$ cat src/design/smpx_pkg.sv
`timescale 1ns / 1ps
// ----------------------------------------------------------------------------
// smpx_pkg
// Shared widths, permutation ROM, gradient lookup and small helpers for the
// 3D simplex noise pipeline.
// ----------------------------------------------------------------------------
`default_nettype none

package smpx_pkg;

  localparam int COORD_W = 32;
  localparam int NOISE_W = 18;
  localparam int GRAD_W  = 24;

  // 3 * 2^31: offset that makes the skew and unskew sums non-negative
  localparam logic [33:0] DIV3_OFFSET = 34'h1_8000_0000;
  // (2^32 - 1) / 3
  localparam logic [31:0] DIV3_RECIP  = 32'h5555_5555;

  typedef struct packed {
    logic mul;
    logic cor;
  } div_en_t;

  typedef struct packed {
    logic signed [1:0] gx;
    logic signed [1:0] gy;
    logic signed [1:0] gz;
  } gvec_t;

  localparam logic [7:0] PERM [256] = '{
    8'd151, 8'd160, 8'd137, 8'd91,  8'd90,  8'd15,  8'd131, 8'd13,
    8'd201, 8'd95,  8'd96,  8'd53,  8'd194, 8'd233, 8'd7,   8'd225,
    8'd140, 8'd36,  8'd103, 8'd30,  8'd69,  8'd142, 8'd8,   8'd99,
    8'd37,  8'd240, 8'd21,  8'd10,  8'd23,  8'd190, 8'd6,   8'd148,
    8'd247, 8'd120, 8'd234, 8'd75,  8'd0,   8'd26,  8'd197, 8'd62,
    8'd94,  8'd252, 8'd219, 8'd203, 8'd117, 8'd35,  8'd11,  8'd32,
    8'd57,  8'd177, 8'd33,  8'd88,  8'd237, 8'd149, 8'd56,  8'd87,
    8'd174, 8'd20,  8'd125, 8'd136, 8'd171, 8'd168, 8'd68,  8'd175,
    8'd74,  8'd165, 8'd71,  8'd134, 8'd139, 8'd48,  8'd27,  8'd166,
    8'd77,  8'd146, 8'd158, 8'd231, 8'd83,  8'd111, 8'd229, 8'd122,
    8'd60,  8'd211, 8'd133, 8'd230, 8'd220, 8'd105, 8'd92,  8'd41,
    8'd55,  8'd46,  8'd245, 8'd40,  8'd244, 8'd102, 8'd143, 8'd54,
    8'd65,  8'd25,  8'd63,  8'd161, 8'd1,   8'd216, 8'd80,  8'd73,
    8'd209, 8'd76,  8'd132, 8'd187, 8'd208, 8'd89,  8'd18,  8'd169,
    8'd200, 8'd196, 8'd135, 8'd130, 8'd116, 8'd188, 8'd159, 8'd86,
    8'd164, 8'd100, 8'd109, 8'd198, 8'd173, 8'd186, 8'd3,   8'd64,
    8'd52,  8'd217, 8'd226, 8'd250, 8'd124, 8'd123, 8'd5,   8'd202,
    8'd38,  8'd147, 8'd118, 8'd126, 8'd255, 8'd82,  8'd85,  8'd212,
    8'd207, 8'd206, 8'd59,  8'd227, 8'd47,  8'd16,  8'd58,  8'd17,
    8'd182, 8'd189, 8'd28,  8'd42,  8'd223, 8'd183, 8'd170, 8'd213,
    8'd119, 8'd248, 8'd152, 8'd2,   8'd44,  8'd154, 8'd163, 8'd70,
    8'd221, 8'd153, 8'd101, 8'd155, 8'd167, 8'd43,  8'd172, 8'd9,
    8'd129, 8'd22,  8'd39,  8'd253, 8'd19,  8'd98,  8'd108, 8'd110,
    8'd79,  8'd113, 8'd224, 8'd232, 8'd178, 8'd185, 8'd112, 8'd104,
    8'd218, 8'd246, 8'd97,  8'd228, 8'd251, 8'd34,  8'd242, 8'd193,
    8'd238, 8'd210, 8'd144, 8'd12,  8'd191, 8'd179, 8'd162, 8'd241,
    8'd81,  8'd51,  8'd145, 8'd235, 8'd249, 8'd14,  8'd239, 8'd107,
    8'd49,  8'd192, 8'd214, 8'd31,  8'd181, 8'd199, 8'd106, 8'd157,
    8'd184, 8'd84,  8'd204, 8'd176, 8'd115, 8'd121, 8'd50,  8'd45,
    8'd127, 8'd4,   8'd150, 8'd254, 8'd138, 8'd236, 8'd205, 8'd93,
    8'd222, 8'd114, 8'd67,  8'd29,  8'd24,  8'd72,  8'd243, 8'd141,
    8'd128, 8'd195, 8'd78,  8'd66,  8'd215, 8'd61,  8'd156, 8'd180
  };

  // h mod 12 via reciprocal 171/2048, exact for 8-bit h
  function automatic logic [3:0] mod12(input logic [7:0] h);
    logic [15:0] p;
    logic [7:0]  m;
    p = 16'(h) * 16'd171;
    m = h - 8'(p[15:11]) * 8'd12;
    return m[3:0];
  endfunction

  function automatic gvec_t grad_vec(input logic [3:0] gi);
    gvec_t g;
    case (gi)
      4'd0:    g = '{2'sd1,  2'sd1,  2'sd0};
      4'd1:    g = '{-2'sd1, 2'sd1,  2'sd0};
      4'd2:    g = '{2'sd1,  -2'sd1, 2'sd0};
      4'd3:    g = '{-2'sd1, -2'sd1, 2'sd0};
      4'd4:    g = '{2'sd1,  2'sd0,  2'sd1};
      4'd5:    g = '{-2'sd1, 2'sd0,  2'sd1};
      4'd6:    g = '{2'sd1,  2'sd0,  -2'sd1};
      4'd7:    g = '{-2'sd1, 2'sd0,  -2'sd1};
      4'd8:    g = '{2'sd0,  2'sd1,  2'sd1};
      4'd9:    g = '{2'sd0,  -2'sd1, 2'sd1};
      4'd10:   g = '{2'sd0,  2'sd1,  -2'sd1};
      4'd11:   g = '{2'sd0,  -2'sd1, -2'sd1};
      default: g = '{2'sd0,  2'sd0,  2'sd0};
    endcase
    return g;
  endfunction

endpackage

`default_nettype wire

$ cat src/design/smpx_div3.sv
`timescale 1ns / 1ps
// ----------------------------------------------------------------------------
// smpx_div3
// Two-stage floor division of a 34-bit unsigned word by three: reciprocal
// multiply, then a small remainder correction.
// ----------------------------------------------------------------------------
`default_nettype none

module smpx_div3 (
  input  logic                clk,
  input  smpx_pkg::div_en_t   en,
  input  logic [33:0]         num,
  output logic [33:0]         quo,
  output logic [1:0]          rem
);

  logic [63:0] prod;
  logic [33:0] qa;
  logic [33:0] na;
  logic [35:0] r;
  logic [1:0]  corr;
  logic [3:0]  rfix;

  assign prod = 64'(num[33:2]) * 64'(smpx_pkg::DIV3_RECIP);

  // estimate is low by at most two
  always_comb begin
    r = 36'(na) - (36'(qa) + {1'b0, qa, 1'b0});
    if (r[3:0] >= 4'd6) begin
      corr = 2'd2;
    end else if (r[3:0] >= 4'd3) begin
      corr = 2'd1;
    end else begin
      corr = 2'd0;
    end
    rfix = r[3:0] - 4'(corr) - {1'b0, corr, 1'b0};
  end

  always_ff @(posedge clk) begin
    if (en.mul) begin
      qa <= prod[63:30];
      na <= num;
    end
    if (en.cor) begin
      quo <= qa + 34'(corr);
      rem <= rfix[1:0];
    end
  end

endmodule

`default_nettype wire

$ cat config.mk
export PLATFORM = sky130hd
export DESIGN_NAME = smpx_div3
export DESIGN_NICKNAME = d
export VERILOG_FILES = /design/src/design/smpx_pkg.sv /design/src/design/smpx_div3.sv
export SDC_FILE = /design/constraint.sdc
export NUM_CORES = 1
export LEC_CHECK = 0
export BUFFER_PORTS_ARGS = -buffer_cell sky130_fd_sc_hd__buf_2
export CORE_MARGIN = 5
export CORE_UTILIZATION = 50
export DETAILED_ROUTE_END_ITERATION = 6
export HOLD_SLACK_MARGIN = 0.06
export PLACE_DENSITY = 0.73
export RECOVER_POWER = 25
export SYNTH_ARGS = -nofsm -noshare
export SYNTH_HDL_FRONTEND = slang
export SYNTH_SLANG_ARGS = --single-unit
export TNS_END_PERCENT = 50
$ cat constraint.sdc
create_clock -name clk -period 7.87 [get_ports clk]
set_input_delay 1.574 -clock clk [delete_from_list [all_inputs] [get_ports clk]]
set_output_delay 1.574 -clock clk [all_outputs]
set_load 0.1 [all_outputs]
* After elaboration in Yosys (flattened, before gate mapping)
Cells that the tools add are included.
Widths: inputs -> output; s select.
** Cells by class
- Add/subtract/negate cells :: 5
- Multiply operators :: 1
- Order comparisons :: 2
- Mux-type cells :: 2
** Operators by type and width (count)
- $mul 32x31->63 const B :: 1
- $add 33x2->34 :: 1
- $add 4x4->4 :: 1
- $ge 4x2->1 const B :: 1
- $ge 4x3->1 const B :: 1
- $sub 2x2->2 :: 2
- $sub 4x4->4 :: 1
- $mux 2 :: 1
- $mux 1 :: 1
** Storage, ports and cells
- Register bits :: 73
- Input port bits :: 37
- Output and inout bits :: 36
- Logic and storage cells :: 14

* Logic depth before layout (Yosys ltp)
Gate-level depths: netlist of run 1.
- Depth in word-level cells :: 7
- Depth in mapped cells :: 25
- Mapped depth without buffers :: 24

* Worst setup path before layout of run 1
OpenSTA, ideal clock, no wires.
- Path kind :: input -> register
- Start point :: input num[10]
- End point :: register qa[15] (data pin)
- Library setup time :: 0.260 ns
- Arrival time :: 7.920 ns
- Required time :: 7.610 ns
- Setup slack :: -0.310 ns
- Stages on the path :: 24
- Path buffers :: 0
- Cells stage by stage :: ha_1 xor2_1 ha_1 nand2b_1 fa_1 inv_1 fa_1 inv_1 fa_1 fa_1 fa_1 inv_1 fa_1 inv_1 ha_1 and4_1 and4_4 a311o_1 a211oi_2 a21oi_1 a221o_1 a21o_1 a21oi_2 xnor2_1
** On the way
- Cells in the longest elaborated chain, start to end :: 1
** Ends and longest elaborated chain
- from (decl) :: line smpx_div3.sv:12 : input logic [33:0] num,
- $mul 32x31->63 :: line smpx_div3.sv:24 : assign prod = 64'(num[33:2]) * 64'(smpx_pkg::DIV3_RECIP);
- named net prod[45] :: line smpx_div3.sv:17 : logic [63:0] prod;
- to (signal assigned) :: line smpx_div3.sv:41 : qa <= prod[63:30];
- to (decl) :: line smpx_div3.sv:18 : logic [33:0] qa;
The timed path passes the listed nets, and every way through them passes these cells.
A chain may end at the register's enable or synchronous reset.

* Final worst setup path of run 1
- Start point :: input num[22]
- End point :: register qa[21] (data pin)
The elaborated chain is that of the path after synthesis.

==> results of run 1 <==
## state kept, by name (all words and copies together) (netlist names)
signal / flops
qa: 33
na: 4
rem: 2
quo: 34
## stage by stage
step / hold WS (ps) / cell area (um2) / worst slack (ps) / utilization
finish: 587 / 23200 / 93.9 / 0.635
global route: 590 / 23200 / -87.8 / 0.635
CTS: 585 / 22900 / 0.553 / 0.628
detailed placement: 569 / 21700 / -854 / 0.594
global placement: 567 / 21700 / -769 / 0.594
floorplan: 541 / 18600 / 27.7 / -
## per-layer routing
metal  wire [um]  GRT usage  up-vias
met5           8          0        -
met4        2150     0.0844        2
met3        3300     0.0517      102
met2       27400      0.468      408
met1       22700      0.364     7011
li1            -          -     6398
## path summary, 6_finish.rpt
kind               startpoint  slack (ps)                 to  depth (start not counted)
min          qa[32]$_DFFE_PP_         590  quo[32]$_DFFE_PP_                          1
max reg2reg   qa[1]$_DFFE_PP_        3550  quo[31]$_DFFE_PP_                         16
min reg2reg  qa[32]$_DFFE_PP_         590  quo[32]$_DFFE_PP_                          1
max                   num[22]          90   qa[21]$_DFFE_PP_                         27
## cell usage after synthesis (6+ instances only)
cell	number	area, um2
a31oi_1	6	37.5
a21oi_1	66	330
edfxtp_1	73	2190
nand2b_1	10	62.6
o21ai_0	27	135
nor2_1	45	169
xnor2_1	57	499
a21o_1	24	180
and2_1	20	125
fa_1	344	6890
and3_1	12	75.1
nand2_1	73	274
ha_1	345	4320
nand3_1	21	105
o21bai_1	13	97.6
xor2_1	43	377
inv_1	506	1900
nand4_1	15	93.8
clkbuf_1	11	41.3
## cells by family (layout without fill, tap and decap cells)
group | count (synthesis) | in the layout | synth area share
AOI/OAI and AO/OA | 186 | 186 | 0.0645
and+or+nand+nor | 217 | 217 | 0.0567
muxes | 1 | 1 | 0.000542
buffers and inverters | 517 | 916 | 0.105
xor gates and xnor gates | 100 | 100 | 0.0475
adders and majority gates | 689 | 689 | 0.607
DFF | 73 | 73 | 0.119
## timing repair
item	in CTS	in global routing
pin swaps	130	47
endpoints found under the setup margin	26	20
buffers inserted	15	7
gates cloned	0	0
resized for setup	179	49
## final cells by class
class	instances	area, um2	area share
clock buffers	12	236	0.0102
clock inverters	4	20.0	0.000863
flip-flops and latches	73	2190	0.0945
multi-input cells	1193	15400	0.664
inverters	506	1900	0.0820
repair buffers	394	2850	0.123
well taps	468	586	0.0252
==> reports/metrics.yaml, run 1 <==
worst_setup_path:
  path_buf_inv: 10
  critPathArrivalTime_ps: 7840
  cp.required_ps: 7930
  crit_family: "adder cells"
  end_kind: "register"
  crit_path_start_kind: "input pin"
  slowest_stage: "fa_2"
  slowest_delay_ps: 610
  cp_common_cell: "buf_4"
  crit_type: "in -> reg"
  worst-path-max-fanout: 3
cells_and_area:
  layout.cells.non_filler: 2650
  n_fill_cell: 3007
  diodes: 0
  final_common_cell: "inv_1"
  syn_to_final_growth_pct: 25.7
  fin_nets: 2903
  final_cell_mix: "inv_1, buf_4, fa_1, ha_1, edfxtp_1"
  final_layout_size_suffix_gt1_frac: 0.268
global_route:
  grt_max_degree: 38
  grt_overflow: 0
  antenna_found_initial: 1
  track_usage: 0.277
  grt_pass1_vias: 15200
  grt_pass1_wl_um: 86400
logic_synthesis:
  synth_cell_types: 53
  synth_ff_type: "edfxtp_1"
  avgSynthCellArea_um2: 10.4
  synth_warnings: 0
  ys_seq_elements: 73
  async_reset_ff_frac: 0
  yosysSeqAreaShare: 0.119
  synth_edf_count: 73
  synth_nets: 2509
  synth_area_um2: 18500
  synthCells: 1783
placed_design:
  gp_congestion: 1.00
  dpl.cell_count: 2612
  dp_hpwl_um: 50700
  port_buffers: 72
die:
  die_h_um: 202
  num_rows: 70
  design.die.area_um2: 40900
  dieWidth_um: 202
  core_area_um2: 36500
  ios: 73
  initial_core_util: 0.505
hold_path:
  min_path_type: "reg -> reg"
timing:
  setup_viol: 0
  finalCritPeriodShare: 0.988
  slew_violations: 75
  clock_skew_ps: 6.50
  slew_headroom: -0.339
  hold_viol: 0
  rsz0062_at_grt: "yes"
  tns_ps: 0
  min_period_ps: 7780
  fmax_ghz: 0.129
  tightest_slew_ps: 2010
run_status:
  violations: "max-capacitance violations, max-slew violations"
  status: "complete, but fails checks"
routing:
  via_per_inst: 5.25
  antenna_left: 0
  drt-initial-drc-count: 827
  avgRoutedWirePerCell_um: 21.0
  drt-total-wl_um: 55600
  drc_errors: 0
  vias: 13900
  dr.pass1.iters: 5
clock_network:
  clkSinkCount: 73
  cts_hold_buf: 0
  htree_levels: 3
  cts.path.max_buffers: 2
  cts_tree: "done"
  cts_root_buf: "clkbuf_16"
  clk_pin_slew_ps: 60
  cts_buffers: 9
  clk_latency_ps: 330
flow_run:
  drv_cap: 2
Power of run 1 is not shown: default switching activity piles up to over one toggle a cycle in this logic, so the estimate is an artifact.
==> inputs of run 2 (changes only) <==
==> constraint.sdc (replaced) <==
create_clock -name clk -period 7.87 [get_ports clk]
set_input_delay 2.361 -clock clk [delete_from_list [all_inputs] [get_ports clk]]
set_output_delay 2.361 -clock clk [all_outputs]
set_load 0.1 [all_outputs]
==> run 2 against run 1 <==
  * The flow finishes with violations (max-capacitance violations, max-slew violations, negative setup slack)
  * Via count is 2.1% higher
  * Design area is 4.4% higher
  * Global-route usage rose by 0.72 points
  * Non-clock buffer count is 81 higher
  * Worst hold slack worse by 11 ps
  * Final cell count up 3.0%
  * Core utilization rose by 2.8 points
  * Routed wire length increased by 2.8%
  * Highest routed layer is now met4
==> reports/metrics.yaml, run 2 (synthesized netlist as in run 1, its figures left out) <==
run_status:
  status: "complete, but fails checks"
  violations: "max-capacitance violations, max-slew violations, negative setup slack"
timing:
  hold_viol: 0  # unchanged
  setup_viol: 33  # +33
  min_period_ps: 8490  # +719 ps
  rsz0062_at_grt: "yes"
  tns_ps: -13060  # -13060 ps
  tightest_slew_ps: 2070  # +58.9 ps
  holdWs_ps: 575  # -11.3 ps
  finalCritPeriodShare: 1.08  # +0.0913
  slew_violations: 75  # unchanged
  setup_ws_ps: -625  # -719 ps
  fmax_ghz: 0.118  # -8.5%
  slew_headroom: -0.378  # -0.0392
  clock_skew_ps: 7.69  # +1.19 ps
routing:
  via_per_inst: 5.21  # -0.87%
  drt-total-wl_um: 57100  # +2.8%
  drt-initial-drc-count: 652  # -21%
  avgRoutedWirePerCell_um: 20.9  # -0.18%
  dr.pass1.iters: 6  # +1
  antenna_left: 0  # unchanged
  vias: 14200  # +2.1%
  drc_errors: 0  # unchanged
clock_network:
  clk_pin_slew_ps: 60  # about the same
  cts_buffers: 9  # unchanged
  cts_tree: "done"
  cts_root_buf: "clkbuf_16"
  cts_hold_buf: 0  # unchanged
  cts.path.max_buffers: 2  # unchanged
  clk_latency_ps: 320  # about the same
  htree_levels: 3  # unchanged
  clkSinkCount: 73  # unchanged
cells_and_area:
  layout.cells.non_filler: 2730  # +3.0%
  syn_to_final_growth_pct: 31.2
  regArea_um2: 2190  # unchanged
  diodes: 0  # unchanged
  regMostFlops: "quo"
  top_regs: "quo x34, qa x33, na x4"
  final_layout_size_suffix_gt1_frac: 0.302  # +0.0347
  final_common_cell: "inv_1"
  n_fill_cell: 2940  # -2.2%
  fin_util: 0.663  # +0.0278
  final_cell_mix: "inv_1, buf_4, fa_1, ha_1, edfxtp_1"
  fin_nets: 2984  # +2.8%
  multi_input_area_um2: 15700  # +1.7%
  largest_reg_flops: 34  # unchanged
global_route:
  grt_overflow: 0  # unchanged
  grt_pass1_wl_um: 88300  # +2.2%
  grt_pass1_vias: 15600  # +3.0%
  track_usage: 0.284  # +0.00723
  antenna_found_initial: 0  # -1
  grt_max_degree: 38  # unchanged
worst_setup_path:
  cp_common_cell: "fa_1"
  slowest_delay_ps: 540  # -70 ps
  end_kind: "register"
  path_buf_inv: 5  # -5
  worst-path-max-fanout: 5  # +2
  critPathArrivalTime_ps: 8560  # +720 ps
  crit_type: "in -> reg"
  slowest_stage: "fa_1"
  cp.required_ps: 7940  # about the same
  crit_family: "adder cells"
  crit_path_start_kind: "input pin"
placed_design:
  gp_congestion: 0.999  # -0.50%
  port_buffers: 72  # unchanged
  dpl.cell_count: 2685  # +2.8%
  dp_hpwl_um: 52500  # +3.6%
die:
  num_rows: 70  # unchanged
  dieWidth_um: 202  # unchanged
  die_h_um: 202  # unchanged
  initial_core_util: 0.505  # unchanged
  core_area_um2: 36500  # unchanged
  design.die.area_um2: 40900  # unchanged
  ios: 73  # unchanged
flow_run:
  drv_cap: 2  # unchanged
hold_path:
  min_path_type: "reg -> reg"
[run 2: changes by cell type in the layout (fill, tap and decap cells not counted), sizes merged]
| cell | delta |
|---|---|
| buf | +81 |
| clkbuf | -3 |
| clkinvlp | +1 |
| inv | +1 |
[run 2: repair_timing]
action / 4_1_cts / 5_1_grt
buffers inserted: 18 / 12
setup endpoints to repair: 33 / 33
pin swaps: 87 / 73
resized for setup: 127 / 44
[run 2: final timing paths]
check,start,to,slack (ps),depth (start not counted)
hold reg to reg,qa[32]$_DFFE_PP_,quo[32]$_DFFE_PP_,580,1
hold / removal,qa[32]$_DFFE_PP_,quo[32]$_DFFE_PP_,580,1
setup / recovery,num[10],qa[31]$_DFFE_PP_,-620,25
setup reg to reg,qa[1]$_DFFE_PP_,quo[29]$_DFFE_PP_,3560,17
[run 2: cell type report]
class / instances / area share
Multi-Input combinational cell: 1193 / 0.647
Timing Repair Buffer: 475 / 0.149
Sequential cell: 73 / 0.0905
Inverter: 506 / 0.0787
Tap cell: 468 / 0.0242
Clock buffer: 9 / 0.00930
Clock inverter: 6 / 0.00150
[run 2: per-layer routing]
| metal | up-vias | GRT usage | routed length, um |
|---|---|---|---|
| met3 | 101 | 0.0587 | 3220 |
| met5 | - | 0 | 0 |
| met1 | 7185 | 0.359 | 23200 |
| met2 | 378 | 0.489 | 28300 |
| li1 | 6552 | - | - |
| met4 | 0 | 0.0955 | 2460 |
[run 2: per-stage QoR]
stage	cell area (um2)	setup slack [ps]
after floorplan	19300	-457
after global placement	23100	-1130
after detailed placement	23100	-1180
after CTS	24000	-663
after global routing	24200	-739
final	24200	-625
Power of run 2 is left out for the same reason.
